### src/hdl/sliding_window_median_alert_top_defines.svh
// assertion macros for the sliding window median alert block
// used by the top level only; no other dependencies
`ifndef SLIDING_WINDOW_MEDIAN_ALERT_TOP_DEFINES_SVH
`define SLIDING_WINDOW_MEDIAN_ALERT_TOP_DEFINES_SVH

`ifndef SYNTHESIS
// checked only outside reset
`define SWMA_ASSERT(lbl, prop, msg) \
    lbl: assert property (@(posedge clk) disable iff (!rst_n) prop) else $error(msg);
// checked on every edge, reset included
`define SWMA_ASSERT_ALWAYS(lbl, prop, msg) \
    lbl: assert property (@(posedge clk) prop) else $error(msg);
`else
`define SWMA_ASSERT(lbl, prop, msg)
`define SWMA_ASSERT_ALWAYS(lbl, prop, msg)
`endif

`endif

### src/hdl/swma_pkg.sv
// shared types and constants for the sliding window median alert block
// no dependencies
package swma_pkg;

    localparam int VALUE_LEVELS = 256;
    localparam int LEVEL_W      = $clog2(VALUE_LEVELS);
    localparam int WINDOW_MAX   = 1024;
    localparam int RING_AW      = $clog2(WINDOW_MAX);
    localparam int WIN_W        = 11;
    localparam int COUNT_W      = 11;
    localparam int SEEN_W       = COUNT_W + 1;
    localparam int DM_W         = LEVEL_W + 1;
    localparam int TOTAL_W      = 32;

    typedef enum logic [2:0] {
        ST_IDLE,
        ST_SCAN,
        ST_OLD_RD,
        ST_OLD_HRD,
        ST_OLD_WR,
        ST_NEW_RD,
        ST_NEW_WR,
        ST_DONE
    } swma_state_t;

    // one access to the histogram store per cycle
    typedef struct packed {
        logic               clear;
        logic               wr_en;
        logic [LEVEL_W-1:0] addr;
        logic [COUNT_W-1:0] wr_data;
    } hist_req_t;

endpackage

### src/hdl/swma_hist.sv
// histogram store: one count per sample level, registered read,
// per-bin valid bits so a clear empties every bin together; depends on swma_pkg
module swma_hist (
    input  logic                         clk,
    input  logic                         rst_n,
    input  swma_pkg::hist_req_t          req,
    output logic [swma_pkg::COUNT_W-1:0] q
);
    import swma_pkg::*;

    logic [COUNT_W-1:0]      mem [VALUE_LEVELS];
    logic [VALUE_LEVELS-1:0] valid_reg;
    logic [COUNT_W-1:0]      mem_q_reg;
    logic                    vld_q_reg;

    always_ff @(posedge clk)
    begin
        if (req.wr_en)
        begin
            mem[req.addr] <= req.wr_data;
        end
        mem_q_reg <= mem[req.addr];
    end

    always_ff @(posedge clk or negedge rst_n)
    begin
        if (!rst_n)
        begin
            valid_reg <= '0;
            vld_q_reg <= 1'b0;
        end
        else
        begin
            vld_q_reg <= valid_reg[req.addr];
            if (req.clear)
            begin
                valid_reg <= '0;
            end
            else if (req.wr_en)
            begin
                valid_reg[req.addr] <= 1'b1;
            end
        end
    end

    // a bin never written since the last clear counts as empty
    assign q = vld_q_reg ? mem_q_reg : '0;

endmodule

### config.mk
export PLATFORM = sky130hd
export DESIGN_NAME = swma_hist
export DESIGN_NICKNAME = d
export VERILOG_FILES = /design/src/hdl/sliding_window_median_alert_top_defines.svh /design/src/hdl/swma_pkg.sv /design/src/hdl/swma_hist.sv
export SDC_FILE = /design/constraint.sdc
export NUM_CORES = 2
export LEC_CHECK = 0
export BUFFER_PORTS_ARGS = -buffer_cell sky130_fd_sc_hd__buf_4
export CAP_MARGIN = 0
export CORE_ASPECT_RATIO = 1.5
export CORE_MARGIN = 2
export CORE_UTILIZATION = 35
export CTS_CLUSTER_DIAMETER = 120
export CTS_CLUSTER_SIZE = 20
export DETAILED_ROUTE_END_ITERATION = 16
export GPL_TIMING_DRIVEN = 0
export HOLD_SLACK_MARGIN = 0.06
export PLACE_DENSITY = 0.46
export RECOVER_POWER = 50
export SLEW_MARGIN = 20
export SYNTH_ARGS = -nofsm -noshare
export SYNTH_HDL_FRONTEND = slang
export SYNTH_SLANG_ARGS = --single-unit
### constraint.sdc
create_clock -name clk -period 2.4 [get_ports clk]
set_clock_uncertainty 0.1 [all_clocks]
set_input_delay 0.6 -clock clk [delete_from_list [all_inputs] [get_ports clk]]
set_output_delay 0.6 -clock clk [all_outputs]
set_load 0.01 [all_outputs]
==> flow_summary.toml <==
[clock_network]
clk_pin_slew_worst_paths_ns = 0.09
cts-root-buf = "clkbuf_16"
cts_buffers = 180
clock_path_buffers = 4
clk_latency_ns = 0.93
cts_tree = "yes"
htreeDepth = 4
clock-sinks = 3084

[worst_setup_path]
end_kind = "flop"
start_kind = "flop"
cpPeakStageDelay_ns = 0.65
critical_path_peak_fanout = 1
crit_chain = "mux4_2 -> a22oi_2 -> a21oi_4 -> o41ai_4 -> nand4_1"
crit_path_top_delay_cell = "o41ai_4"
arrival_ns = 3.38
cp.required_ns = 3.06
path_class = "flop to flop"
reg2reg_slack_ns = -0.32

[logic_synthesis]
synth_seq_cells = 3084
yosysWarnings = 0
synth_cell_types = 23
synth_enable_flop_cells = 2816
yosys-top-cells-count = "edfxtp_1 (2816), mux4_2 (768), nor2_1 (621), a22oi_1 (384), dfrtp_1 (257)"
synth.most_common_cell = "edfxtp_1"
yosys.area.top_type_share = 0.717
synth_fp_nets = 5701
async_reset_ff_frac = 0.0833
avgSynthCellArea_um2 = 20.8
synth_area_leaders = "edfxtp_1 (72%), mux4_2 (15%), dfrtp_1 (5.5%)"
synth-main-ff-cell = "edfxtp_1"
synth_cells = 5678
synth_top_area_cell = "edfxtp_1"
synth_area_um2 = 118000
seq_area_frac_synth = 0.773

[grt]
use_met3 = 0.0263
gr-total-overflow = 0
grt_use_met1 = 0.276
grt_pass1_wl_um = 540000
top_usage_layer = "met2"
met2_usage = 0.420
antenna_found_initial = 13
grt_pass1_vias = 62200
grt_max_degree = 113
grt_use_total = 0.231

[drt]
drt_iter0_drc = 5797
drt-pass1-iter-count = 6
vias = 59800
postRouteAntennaNets = 0
drc = 0
post_drt_wl_per_cell_um = 36.8
via_per_inst = 5.54
totalWireLength_um = 398000

[layout]
layout.nets = 6202
drive_above_1_share = 0.344
final_util = 0.415
largest_register_ffs = 2816
syn_to_final_growth_pct = 18.3

[floorplan]
rows = 261
start_util = 0.351
die_height_um = 715
coreArea_um2 = 336000
pin_count = 34
die-width_um = 478
die_area_um2 = 342000

[timing]
rsz0062_at_grt = "true"
tns_ns = -107.05
max_freq_ghz = 0.368
finalSetupViolations = 1634
setup_slack_ns = -0.319
final_hold_viol_count = 0
post-route-min-period_ns = 2.72
fin_crit_sh = 1.13
finalMaxSlewViolations = 185
max-slew-margin-rel = -0.280
worstMarginPinSlew_ns = 1.92

[worst_hold_path]
hp-class = "input pin to flop"

[placement]
port_buffers = 25
place.gp.congestion = 0.916
place_hpwl_um = 274000

[status]
outcome = "complete, but fails checks"
violations = "max-capacitance violations, max-slew violations, negative setup slack"

[power]
leakagePower_nw = 43.3
ir_worst_vdd_v = 0.000542
p_per_area_nw_per_um2 = 700

[run]
maxCapViolations = 3
## final timing paths
kind                                       end           from  depth (start not counted)
min in group asynchronous       valid_reg[104]          rst_n                          2
worst min register to register   valid_reg[97]  valid_reg[97]                          2
max in group asynchronous       valid_reg[152]          rst_n                          3
worst max register to register    mem_q_reg[0]    mem[122][0]                          5
worst max-delay path              mem_q_reg[0]    mem[122][0]                          5
worst min-delay path            valid_reg[255]        req[20]                          2
## cell type report
| class | instances | area [um^2] |
|---|---|---|
| fillers | 29400 | 196000 |
| diodes | 4 | 10.0 |
| clock buffers | 314 | 5030 |
| well taps | 4471 | 5590 |
| plain buffers | 362 | 3280 |
| repair buffers | 321 | 5070 |
| multi-input cells | 2230 | 29300 |
| flip-flops and latches | 3084 | 91200 |
| clock inverters | 8 | 72.6 |
## layout by cell type, fill, tap and decap left out, types with 98 or more instances in the layout
cell	count
buf_4	98
edfxtp_1	2816
buf_12	191
a22oi_1	268
nor2_4	210
clkbuf_16	195
nor2_1	394
dfrtp_1	257
mux4_2	768
a22oi_2	116
a21oi_1	135
clkbuf_1	198
## critical path, delay by kind of cell (launching register included)
family | cells | cell delay [ns]
AOI/OAI and AO/OA | 3 | 1.33
DFF | 1 | 0.38
and+or+nand+nor | 1 | 0.21
muxes | 1 | 0.52
## stage by stage
| step | cells | hold WS [ns] | area, um^2 | power (W) | setup slack [ns] |
|---|---|---|---|---|---|
| 2_1_floorplan | 5678 | 0.204 | 120000 | 0.0626 | -0.347 |
| 4_1_cts | 10800 | 0.0884 | 139000 | 0.0986 | -0.243 |
| 6_report | 10800 | 0.104 | 140000 | 0.0977 | -0.319 |
| 5_1_grt | 10800 | 0.0987 | 140000 | 0.100 | -0.153 |
| 3_3_place_gp | 10200 | 0.373 | 126000 | 0.0659 | -4.59 |
| 3_5_place_dp | 10200 | 0.384 | 127000 | 0.0661 | -3.17 |
## timing repair
item                       in CTS  in global routing
hold buffers                   12                  0
hold endpoints to repair      688                  0
cloned                          2                  1
buffers inserted              212                 12
resized for setup             706                221
pin swaps                     225                 69
setup endpoints to repair    3087                753
## logic make-up after synthesis
group | share of synthesized area
DFF | 0.773
muxes | 0.147
and+or+nand+nor | 0.0253
AOI/OAI and AO/OA | 0.0417
buffers and inverters | 0.0134
## layer usage
| layer | wire length [um] | vias up | share of wire |
|---|---|---|---|
| li1 | - | 24400 | - |
| met1 | 148000 | 33100 | 0.37 |
| met2 | 211000 | 1766 | 0.53 |
| met3 | 18100 | 526 | 0.045 |
| met4 | 20700 | 10 | 0.052 |
| met5 | 60 | - | 0.00015 |
## power breakdown
part	total, W	internal (W)	switching, W
combinational	0.00668	0.00210	0.00458
clock	0.0324	0.0144	0.0180
sequential	0.0587	0.0587	0.0000368
total	0.0977	0.0751	0.0226
(Power assumes the default switching activity.)
